--- config.mk ---
export PLATFORM = sky130hd
export DESIGN_NAME = bresenham_line_rasterizer
export DESIGN_NICKNAME = d
export VERILOG_FILES = /design/src/rtl/brl_pkg.sv /design/src/rtl/brl_front.sv /design/src/rtl/brl_queue.sv /design/src/rtl/brl_back.sv /design/src/rtl/bresenham_line_rasterizer.sv
export SDC_FILE = /design/constraint.sdc
export NUM_CORES = 1
export LEC_CHECK = 0
export ABC_AREA = 1
export BUFFER_PORTS_ARGS = -buffer_cell sky130_fd_sc_hd__buf_2
export CAP_MARGIN = 5
export CELL_PAD_IN_SITES_DETAIL_PLACEMENT = 1
export CELL_PAD_IN_SITES_GLOBAL_PLACEMENT = 1
export CORE_UTILIZATION = 43
export CTS_BUF_LIST = sky130_fd_sc_hd__clkbuf_8
export CTS_CLUSTER_DIAMETER = 30
export DETAILED_ROUTE_END_ITERATION = 7
export GPL_TIMING_DRIVEN = 0
export HOLD_SLACK_MARGIN = 0.02
export PLACE_DENSITY = 0.89
export SETUP_SLACK_MARGIN = 0.1
export SYNTH_ARGS = -nofsm -noshare
export SYNTH_HDL_FRONTEND = slang
export SYNTH_HIERARCHICAL = 1
export SYNTH_SLANG_ARGS = --single-unit
--- constraint.sdc ---
create_clock -name i_clk -period 3.8 [get_ports i_clk]
set_clock_uncertainty 0.2 [all_clocks]
set_input_delay 0.38 -clock i_clk [delete_from_list [all_inputs] [get_ports i_clk]]
set_output_delay 0.38 -clock i_clk [all_outputs]
set_load 0.01 [all_outputs]
--- src/rtl/brl_pkg.sv ---
// Package for the line rasterizer: command codes and default sizes.
// Used by every module under rtl; depends on nothing.
`default_nettype none

package brl_pkg;

    localparam int DEFAULT_COORD_BITS = 10;
    localparam int DEFAULT_QUEUE_DEPTH = 2;

    localparam logic CMD_START   = 1'b0;
    localparam logic CMD_ADVANCE = 1'b1;

    typedef struct packed {
        logic full;
        logic empty;
    } t_queue_status;

endpackage

`default_nettype wire

--- src/rtl/brl_front.sv ---
// Front end: takes input beats, classifies the command and forms the
// endpoint deltas and step directions. Depends on brl_pkg.
`default_nettype none

module brl_front #(
    parameter int COORD_BITS = brl_pkg::DEFAULT_COORD_BITS,
    parameter int IN_W       = 40,
    parameter int ENTRY_W    = 4 * COORD_BITS + 3
) (
    input  wire logic               i_s_tvalid,
    output logic                    o_s_tready,
    input  wire logic [IN_W-1:0]    i_s_tdata,
    input  wire logic               i_s_tuser,
    input  wire logic               i_q_full,
    output logic                    o_q_push,
    output logic [ENTRY_W-1:0]      o_q_entry
);

    logic [COORD_BITS-1:0] x0;
    logic [COORD_BITS-1:0] y0;
    logic [COORD_BITS-1:0] x1;
    logic [COORD_BITS-1:0] y1;
    logic [COORD_BITS:0]   dx;
    logic [COORD_BITS:0]   dy;
    logic [COORD_BITS:0]   dx_abs;
    logic [COORD_BITS:0]   dy_abs;
    logic                  is_start;

    assign x0 = i_s_tdata[COORD_BITS-1:0];
    assign y0 = i_s_tdata[2*COORD_BITS-1:COORD_BITS];
    assign x1 = i_s_tdata[3*COORD_BITS-1:2*COORD_BITS];
    assign y1 = i_s_tdata[4*COORD_BITS-1:3*COORD_BITS];

    assign is_start = (i_s_tuser == brl_pkg::CMD_START);

    always_comb begin
        dx     = {1'b0, x1} - {1'b0, x0};
        dy     = {1'b0, y1} - {1'b0, y0};
        dx_abs = dx[COORD_BITS] ? (~dx + 1'b1) : dx;
        dy_abs = dy[COORD_BITS] ? (~dy + 1'b1) : dy;
    end

    assign o_s_tready = ~i_q_full;
    assign o_q_push   = i_s_tvalid & ~i_q_full;
    assign o_q_entry  = {dy[COORD_BITS], dx[COORD_BITS],
                         dy_abs[COORD_BITS-1:0], dx_abs[COORD_BITS-1:0],
                         y0, x0, is_start};

endmodule

`default_nettype wire

--- src/rtl/brl_queue.sv ---
// Short command queue between the front end and the stepper.
// Depends on brl_pkg for the status struct.
`default_nettype none

module brl_queue #(
    parameter int DEPTH   = brl_pkg::DEFAULT_QUEUE_DEPTH,
    parameter int ENTRY_W = 43
) (
    input  wire logic               i_clk,
    input  wire logic               i_rst_n,
    input  wire logic               i_push,
    input  wire logic [ENTRY_W-1:0] i_entry,
    input  wire logic               i_pop,
    output logic [ENTRY_W-1:0]      o_entry,
    output brl_pkg::t_queue_status  o_status
);

    localparam int PTR_W = (DEPTH > 1) ? $clog2(DEPTH) : 1;
    localparam int CNT_W = $clog2(DEPTH + 1);

    logic [ENTRY_W-1:0] r_mem [DEPTH];
    logic [PTR_W-1:0]   r_wr_ptr;
    logic [PTR_W-1:0]   n_wr_ptr;
    logic [PTR_W-1:0]   r_rd_ptr;
    logic [PTR_W-1:0]   n_rd_ptr;
    logic [CNT_W-1:0]   r_count;
    logic [CNT_W-1:0]   n_count;
    logic               do_push;
    logic               do_pop;

    assign o_status.full  = (r_count == CNT_W'(DEPTH));
    assign o_status.empty = (r_count == '0);
    assign do_push = i_push & ~o_status.full;
    assign do_pop  = i_pop & ~o_status.empty;
    assign o_entry = r_mem[r_rd_ptr];

    always_comb begin
        n_wr_ptr = r_wr_ptr;
        n_rd_ptr = r_rd_ptr;
        n_count  = r_count;
        if (do_push) begin
            n_wr_ptr = (r_wr_ptr == PTR_W'(DEPTH - 1)) ? '0 : r_wr_ptr + PTR_W'(1);
        end
        if (do_pop) begin
            n_rd_ptr = (r_rd_ptr == PTR_W'(DEPTH - 1)) ? '0 : r_rd_ptr + PTR_W'(1);
        end
        if (do_push && !do_pop) begin
            n_count = r_count + CNT_W'(1);
        end else if (do_pop && !do_push) begin
            n_count = r_count - CNT_W'(1);
        end
    end

    always_ff @(posedge i_clk) begin
        if (!i_rst_n) begin
            r_wr_ptr <= '0;
            r_rd_ptr <= '0;
            r_count  <= '0;
        end else begin
            r_wr_ptr <= n_wr_ptr;
            r_rd_ptr <= n_rd_ptr;
            r_count  <= n_count;
        end
    end

    always_ff @(posedge i_clk) begin
        if (do_push) begin
            r_mem[r_wr_ptr] <= i_entry;
        end
    end

endmodule

`default_nettype wire

--- src/rtl/brl_back.sv ---
// Back end: holds the line state, sets up or steps a line for each queued
// command and drives the output register. Depends on brl_pkg.
`default_nettype none

module brl_back #(
    parameter int COORD_BITS = brl_pkg::DEFAULT_COORD_BITS,
    parameter int OUT_W      = 24,
    parameter int ENTRY_W    = 4 * COORD_BITS + 3
) (
    input  wire logic               i_clk,
    input  wire logic               i_rst_n,
    input  wire logic [ENTRY_W-1:0] i_q_entry,
    input  wire logic               i_q_valid,
    output logic                    o_q_pop,
    output logic                    o_m_tvalid,
    input  wire logic               i_m_tready,
    output logic [OUT_W-1:0]        o_m_tdata,
    output logic                    o_m_tuser,
    output logic                    o_m_tlast
);

    localparam int CB  = COORD_BITS;
    localparam int E_W = COORD_BITS + 2;

    logic          e_start;
    logic [CB-1:0] e_x0;
    logic [CB-1:0] e_y0;
    logic [CB-1:0] e_adx;
    logic [CB-1:0] e_ady;
    logic          e_sx;
    logic          e_sy;

    logic [CB-1:0]  r_cur_x, n_cur_x;
    logic [CB-1:0]  r_cur_y, n_cur_y;
    logic [E_W-1:0] r_err, n_err;
    logic [E_W-1:0] r_diag, n_diag;
    logic [E_W-1:0] r_straight, n_straight;
    logic [CB-1:0]  r_steps, n_steps;
    logic           r_sx_neg, n_sx_neg;
    logic           r_sy_neg, n_sy_neg;
    logic           r_x_major, n_x_major;
    logic           r_active, n_active;

    logic           r_out_valid;
    logic [CB-1:0]  r_px, n_px;
    logic [CB-1:0]  r_py, n_py;
    logic           r_pvalid, n_pvalid;
    logic           r_plast, n_plast;

    logic           x_major;
    logic [E_W-1:0] dmaj;
    logic [E_W-1:0] dmin;
    logic [E_W-1:0] dmin_dmaj;
    logic           move_x;
    logic           move_y;

    assign {e_sy, e_sx, e_ady, e_adx, e_y0, e_x0, e_start} = i_q_entry;

    assign o_q_pop = i_q_valid & (~r_out_valid | i_m_tready);

    always_comb begin
        x_major   = (e_adx > e_ady);
        dmaj      = x_major ? {2'b00, e_adx} : {2'b00, e_ady};
        dmin      = x_major ? {2'b00, e_ady} : {2'b00, e_adx};
        dmin_dmaj = dmin - dmaj;

        n_cur_x    = r_cur_x;
        n_cur_y    = r_cur_y;
        n_err      = r_err;
        n_diag     = r_diag;
        n_straight = r_straight;
        n_steps    = r_steps;
        n_sx_neg   = r_sx_neg;
        n_sy_neg   = r_sy_neg;
        n_x_major  = r_x_major;
        n_active   = r_active;
        n_px       = '0;
        n_py       = '0;
        n_pvalid   = 1'b0;
        n_plast    = 1'b0;
        move_x     = 1'b0;
        move_y     = 1'b0;

        if (e_start) begin
            n_sx_neg   = e_sx;
            n_sy_neg   = e_sy;
            n_x_major  = x_major;
            n_err      = {dmin[E_W-2:0], 1'b0} - dmaj;
            n_diag     = {dmin_dmaj[E_W-2:0], 1'b0};
            n_straight = {dmin[E_W-2:0], 1'b0};
            n_steps    = dmaj[CB-1:0];
            n_cur_x    = e_x0;
            n_cur_y    = e_y0;
            n_active   = (dmaj[CB-1:0] != '0);
            n_px       = e_x0;
            n_py       = e_y0;
            n_pvalid   = 1'b1;
            n_plast    = (dmaj[CB-1:0] == '0);
        end else if (r_active) begin
            if (!r_err[E_W-1]) begin
                move_x = ~r_x_major;
                move_y = r_x_major;
                n_err  = r_err + r_diag;
            end else begin
                n_err  = r_err + r_straight;
            end
            if (r_x_major) begin
                move_x = 1'b1;
            end else begin
                move_y = 1'b1;
            end
            if (move_x) begin
                n_cur_x = r_sx_neg ? (r_cur_x - CB'(1)) : (r_cur_x + CB'(1));
            end
            if (move_y) begin
                n_cur_y = r_sy_neg ? (r_cur_y - CB'(1)) : (r_cur_y + CB'(1));
            end
            n_steps  = r_steps - CB'(1);
            n_active = (n_steps != '0);
            n_px     = n_cur_x;
            n_py     = n_cur_y;
            n_pvalid = 1'b1;
            n_plast  = (n_steps == '0);
        end
    end

    always_ff @(posedge i_clk) begin
        if (!i_rst_n) begin
            r_cur_x     <= '0;
            r_cur_y     <= '0;
            r_err       <= '0;
            r_diag      <= '0;
            r_straight  <= '0;
            r_steps     <= '0;
            r_sx_neg    <= 1'b0;
            r_sy_neg    <= 1'b0;
            r_x_major   <= 1'b0;
            r_active    <= 1'b0;
            r_out_valid <= 1'b0;
        end else begin
            if (o_q_pop) begin
                r_cur_x    <= n_cur_x;
                r_cur_y    <= n_cur_y;
                r_err      <= n_err;
                r_diag     <= n_diag;
                r_straight <= n_straight;
                r_steps    <= n_steps;
                r_sx_neg   <= n_sx_neg;
                r_sy_neg   <= n_sy_neg;
                r_x_major  <= n_x_major;
                r_active   <= n_active;
                r_out_valid <= 1'b1;
            end else if (i_m_tready) begin
                r_out_valid <= 1'b0;
            end
        end
    end

    always_ff @(posedge i_clk) begin
        if (o_q_pop) begin
            r_px     <= n_px;
            r_py     <= n_py;
            r_pvalid <= n_pvalid;
            r_plast  <= n_plast;
        end
    end

    assign o_m_tvalid = r_out_valid;
    assign o_m_tdata  = OUT_W'({r_py, r_px});
    assign o_m_tuser  = r_pvalid;
    assign o_m_tlast  = r_plast;

endmodule

`default_nettype wire

--- src/rtl/bresenham_line_rasterizer.sv ---
// Top level of the Bresenham line rasterizer: front end, command queue and
// stepper. Depends on brl_pkg, brl_front, brl_queue and brl_back.
//
// Usage: each input beat carries a command in tuser (start or advance) and
// the two endpoints in tdata. A start beat loads a new line and returns its
// first pixel; each advance beat returns the next pixel, with tlast set on
// the line's final endpoint. An advance with no line active returns a beat
// with tuser 0 and zero data. Every input beat gives exactly one output beat.
// An accepted input beat passes through the command queue and then the
// stepper's output register on its way to the output beat.
// Throughput is one beat per cycle while the receiver does not stall;
// the stepper updates the error term and steps the coordinate per beat.
// Reset empties the queue, drops any active line and clears the state.
// When the receiver stalls, the output register holds its beat, the queue
// takes up to QUEUE_DEPTH more input beats, and then tready goes low.
`default_nettype none

module bresenham_line_rasterizer #(
    parameter int COORD_BITS  = brl_pkg::DEFAULT_COORD_BITS,
    parameter int QUEUE_DEPTH = brl_pkg::DEFAULT_QUEUE_DEPTH
) (
    input  wire logic                                  i_clk,
    input  wire logic                                  i_rst_n,
    input  wire logic                                  i_s_tvalid,
    output logic                                       o_s_tready,
    // x_start, y_start, x_end, y_end from the lowest bit up
    input  wire logic [((4*COORD_BITS+7)/8)*8-1:0]     i_s_tdata,
    // cmd
    input  wire logic                                  i_s_tuser,
    output logic                                       o_m_tvalid,
    input  wire logic                                  i_m_tready,
    // pixel_x, pixel_y from the lowest bit up
    output logic [((2*COORD_BITS+7)/8)*8-1:0]          o_m_tdata,
    // pixel_valid
    output logic                                       o_m_tuser,
    output logic                                       o_m_tlast
);

    localparam int IN_W    = ((4 * COORD_BITS + 7) / 8) * 8;
    localparam int OUT_W   = ((2 * COORD_BITS + 7) / 8) * 8;
    localparam int ENTRY_W = 4 * COORD_BITS + 3;

    logic                   q_push;
    logic                   q_pop;
    logic [ENTRY_W-1:0]     q_in_entry;
    logic [ENTRY_W-1:0]     q_out_entry;
    brl_pkg::t_queue_status q_status;

    brl_front #(
        .COORD_BITS (COORD_BITS),
        .IN_W       (IN_W),
        .ENTRY_W    (ENTRY_W)
    ) u_front (
        .i_s_tvalid (i_s_tvalid),
        .o_s_tready (o_s_tready),
        .i_s_tdata  (i_s_tdata),
        .i_s_tuser  (i_s_tuser),
        .i_q_full   (q_status.full),
        .o_q_push   (q_push),
        .o_q_entry  (q_in_entry)
    );

    brl_queue #(
        .DEPTH   (QUEUE_DEPTH),
        .ENTRY_W (ENTRY_W)
    ) u_queue (
        .i_clk    (i_clk),
        .i_rst_n  (i_rst_n),
        .i_push   (q_push),
        .i_entry  (q_in_entry),
        .i_pop    (q_pop),
        .o_entry  (q_out_entry),
        .o_status (q_status)
    );

    brl_back #(
        .COORD_BITS (COORD_BITS),
        .OUT_W      (OUT_W),
        .ENTRY_W    (ENTRY_W)
    ) u_back (
        .i_clk      (i_clk),
        .i_rst_n    (i_rst_n),
        .i_q_entry  (q_out_entry),
        .i_q_valid  (~q_status.empty),
        .o_q_pop    (q_pop),
        .o_m_tvalid (o_m_tvalid),
        .i_m_tready (i_m_tready),
        .o_m_tdata  (o_m_tdata),
        .o_m_tuser  (o_m_tuser),
        .o_m_tlast  (o_m_tlast)
    );

    a_no_pixel_is_blank: assert property (@(posedge i_clk) disable iff (!i_rst_n)
        (o_m_tvalid && !o_m_tuser) |-> (o_m_tdata == '0 && !o_m_tlast))
        else $error("beat without a pixel carries data or tlast");

    a_queue_status_sane: assert property (@(posedge i_clk) disable iff (!i_rst_n)
        !(q_status.full && q_status.empty))
        else $error("command queue is both full and empty");

    a_queued_cmd_issues: assert property (@(posedge i_clk) disable iff (!i_rst_n)
        (!q_status.empty && !o_m_tvalid) |=> o_m_tvalid)
        else $error("queued command was not issued to the output register");

    a_ready_tracks_queue: assert property (@(posedge i_clk) disable iff (!i_rst_n)
        o_s_tready == !q_status.full)
        else $error("input ready disagrees with queue occupancy");

endmodule

`default_nettype wire

==> results by group <==
Logic synthesis
  – Synth Warn #: 6
  – Syn Inst Count: approximately 1,600
  – Post-synthesis sequential area ratio: between 30% and 40%
  – Syn_area_per_cell: 7.99 sq um
  – Synth unique cells: 53
  – Synth Cell Area: 12,500 sq um
  – Top cell type's share of synthesized area: approximately 26%
  – Flops & latches, synth: 180
  – Synth area leaders: edfxtp_1 26%, dfxtp_1 12%, nand2_1 10%
  – Post-synth EDFFs: about 110
  – FFs w/ async S/R, synth: 0%
  – Area leader, netlist: edfxtp_1
  – Primary FF master, synth: edfxtp_1

Route
  – Via density: just over 6
  – Drt wl/cell: approximately 27 um
  – Final wirelength: approximately 57,000 um
  – First DRT Iteration DRCs: 1,259
  – Post-route ant nets: 0
  – Vias post-DR: ~13,000
  – DRC Markers: 0
  – First-pass iteration count of the detailed router: 5

Placement
  – Placed Cells: between 2,000 and 2,500
  – Post-Place Cell Area: between 10,000 and 15,000 sq um
  – RePlAce Congestion: between 0.9 and 1
  – IO buf count: 68
  – HPWL Detailed: slightly above 30,000 um

CTS
  – CTS tree: built
  – Clk_lat worst skew: about 0.54 ns
  – Clk buf depth: 2
  – Worst-path clk slew: about 0.13 ns
  – CTS Buf Count: 17
  – CTS H-Tree Depth: 4
  – Clk sinks: 180
  – Root buffer cell: clkbuf_8

Critical path
  – Worst EP arrival: 4.77 ns
  – Crit path largest cell delay: around 0.37 ns
  – Crit Path Category: reg2reg
  – Critical Path Start Type: flip-flop
  – CP max FO: 6
  – Critical Path End Type: flip-flop
  – Crit-path leading delay family: simple AND/OR/NAND/NOR gates
  – Buf/Inv on CP: 7
  – Worst EP required: approximately 4 ns
  – CP max stage cell: dfxtp_2
  – Most common cell on crit path: nand2_2

Floorplan
  – I/O pins: 73
  – Die ar.: 29,700 sq um
  – Core area: roughly 29,000 sq um
  – Initial core utilization: between 40% and 50%
  – Row count: 62
  – Die height: about 170 um
  – Chip Width: 172 um

STA
  – Setup violators final: 21
  – Crit path time final: ~4.5 ns
  – Worst slew pin tran: slightly above 0.9 ns
  – Setup WS post-layout: -0.747 ns
  – RSZ-0062 raised after global routing: yes
  – F_max: 220 MHz
  – Final-report hold violation count: 0
  – Worst slew margin: 38.8%
  – Slew Viols, Final: 0
  – Final period util: 120%
  – TNS Setup: -9.21 ns

Finish
  – Non-filler cells, final: about 2,100
  – Multi-input gate area: 7250 sq um
  – Share of cells above drive strength 1: 27.4%
  – FILL cells: 3,397
  – Syn-to-layout area delta: 24.0%
  – Nets: 1,852
  – FF/Latch Area: approximately 4700 sq um
  – Most frequent cells in the layout: 294 x nand2_1, 218 x inv_1, 108 x edfxtp_1
  – Most common cell after layout, fill and taps aside: nand2_1
  – Post-route cell area: ~15,000 sq um

Global route
  – Largest net degree at the start of global routing: 27
  – Number of global-route vias before repair: roughly 13,000
  – Antenna violations before repair: 6
  – Total track usage: 34.5%
  – Total global routing overflow: 0
  – Global-route wire length before repair: roughly 76,000 um

Run status
  – Failing checks: setup timing
  – Status: complete, but fails checks

Min path
  – Hold Path Class: in2reg

Job
  – Maxcap violations: 0
per-stage QoR:
stage	utilization, %	setup WS (ns)	hold slack (ns)
floorplan	-	0.181	0.241
global placement	46.5	-0.313	0.254
detailed placement	46.7	-0.409	0.282
CTS	51.1	0.0718	0.0238
global route	54.0	-0.828	0.00927
finish	54.1	-0.747	0.0197
worst paths after layout:
kind | startpoint | endpoint | slack, ns | depth (start not counted)
setup / recovery | flip-flop | u_back/r_diag[8] | -0.75 | 25
hold / removal | i_s_tdata[13] | u_queue/r_mem[0][14] | 0.02 | 2
setup reg to reg | flip-flop | u_back/r_diag[8] | -0.75 | 25
hold reg to reg | u_back/r_steps[9] | u_back/r_steps[9] | 0.31 | 2
registers in the layout, summed over array words and instances, names as in the netlist, named ones only:
| name | flops |
|---|---|
| u_back/o_m_tlast | 1 |
| u_back/o_m_tuser | 1 |
| u_back/o_m_tvalid | 1 |
| u_back/r_active | 1 |
| u_back/r_cur_x | 10 |
| u_back/r_cur_y | 10 |
| u_back/r_diag | 11 |
| u_back/r_err | 11 |
| u_back/r_px | 10 |
| u_back/r_py | 10 |
| u_back/r_steps | 10 |
| u_back/r_straight | 10 |
| u_back/r_sx_neg | 1 |
| u_back/r_sy_neg | 1 |
| u_back/r_x_major | 1 |
| u_queue/r_count | 2 |
| u_queue/r_mem | 86 |
| u_queue/r_rd_ptr | 1 |
| u_queue/r_wr_ptr | 1 |
kinds of logic (layout without fill, tap and decap cells):
group	after synthesis	in the layout	share of synthesized area [%]
AOI/OAI and AO/OA	279	279	13.0
DFF	180	180	37.5
buffers and inverters	318	499	11.4
other	1	5	0.0300
xor gates and xnor gates	35	35	2.46
and+or+nand+nor	632	632	22.8
muxes	43	43	5.08
adders and majority gates	74	74	7.78
synthesized netlist by cell type, types with 3 or more instances:
cell / n
o21ai_2: 13
nand2_2: 37
ha_1: 68
mux2_4: 40
nand4_1: 13
buf_4: 25
clkbuf_1: 31
nand3_1: 106
nor2_1: 88
nand2_4: 4
a221oi_1: 3
inv_1: 239
xnor2_1: 12
xor2_1: 23
inv_2: 6
o21a_1: 3
buf_6: 6
fa_1: 6
a31oi_1: 6
buf_12: 5
nor3_1: 9
o21ai_1: 14
o21ai_0: 92
nand3_2: 9
or2_2: 6
o21bai_1: 6
nor2_2: 7
mux2_2: 3
o211ai_1: 21
buf_2: 3
edfxtp_1: 108
dfxtp_1: 72
nand2_1: 340
nand3b_1: 4
a21oi_1: 107
metal layers:
| metal | global-route usage [%] | vias up | routed length (um) |
|---|---|---|---|
| met3 | 7.53 | 351 | 4970 |
| met5 | 0 | - | 41 |
| met4 | 22.6 | 6 | 5030 |
| met2 | 59.3 | 885 | 26600 |
| li1 | - | 5474 | - |
| met1 | 38.5 | 6265 | 20100 |
final cells by class:
class                           count  area share, %
Buffer                             70           3.40
Inverter                          247           6.15
Clock inverter                     15           1.29
Multi-Input combinational cell   1067           46.8
Antenna cell                        1         0.0162
Sequential cell                   180           30.3
Tap cell                          384           3.11
Clock buffer                       17           1.51
Timing Repair Buffer              150           7.41
what timing repair did:
| action | 4_1_cts | 5_1_grt |
|---|---|---|
| hold buffers | 18 | 1 |
| gates cloned | 3 | 1 |
| pin swaps | 20 | 72 |
| hold endpoints to repair | 35 | 2 |
| buffers inserted | 25 | 34 |
| gates resized for setup | 78 | 153 |
| endpoints found under the setup margin | 20 | 36 |
Power is left out: the tool's default activity adds up to more than one toggle a clock period on the data nets, which glitch-free logic cannot reach.
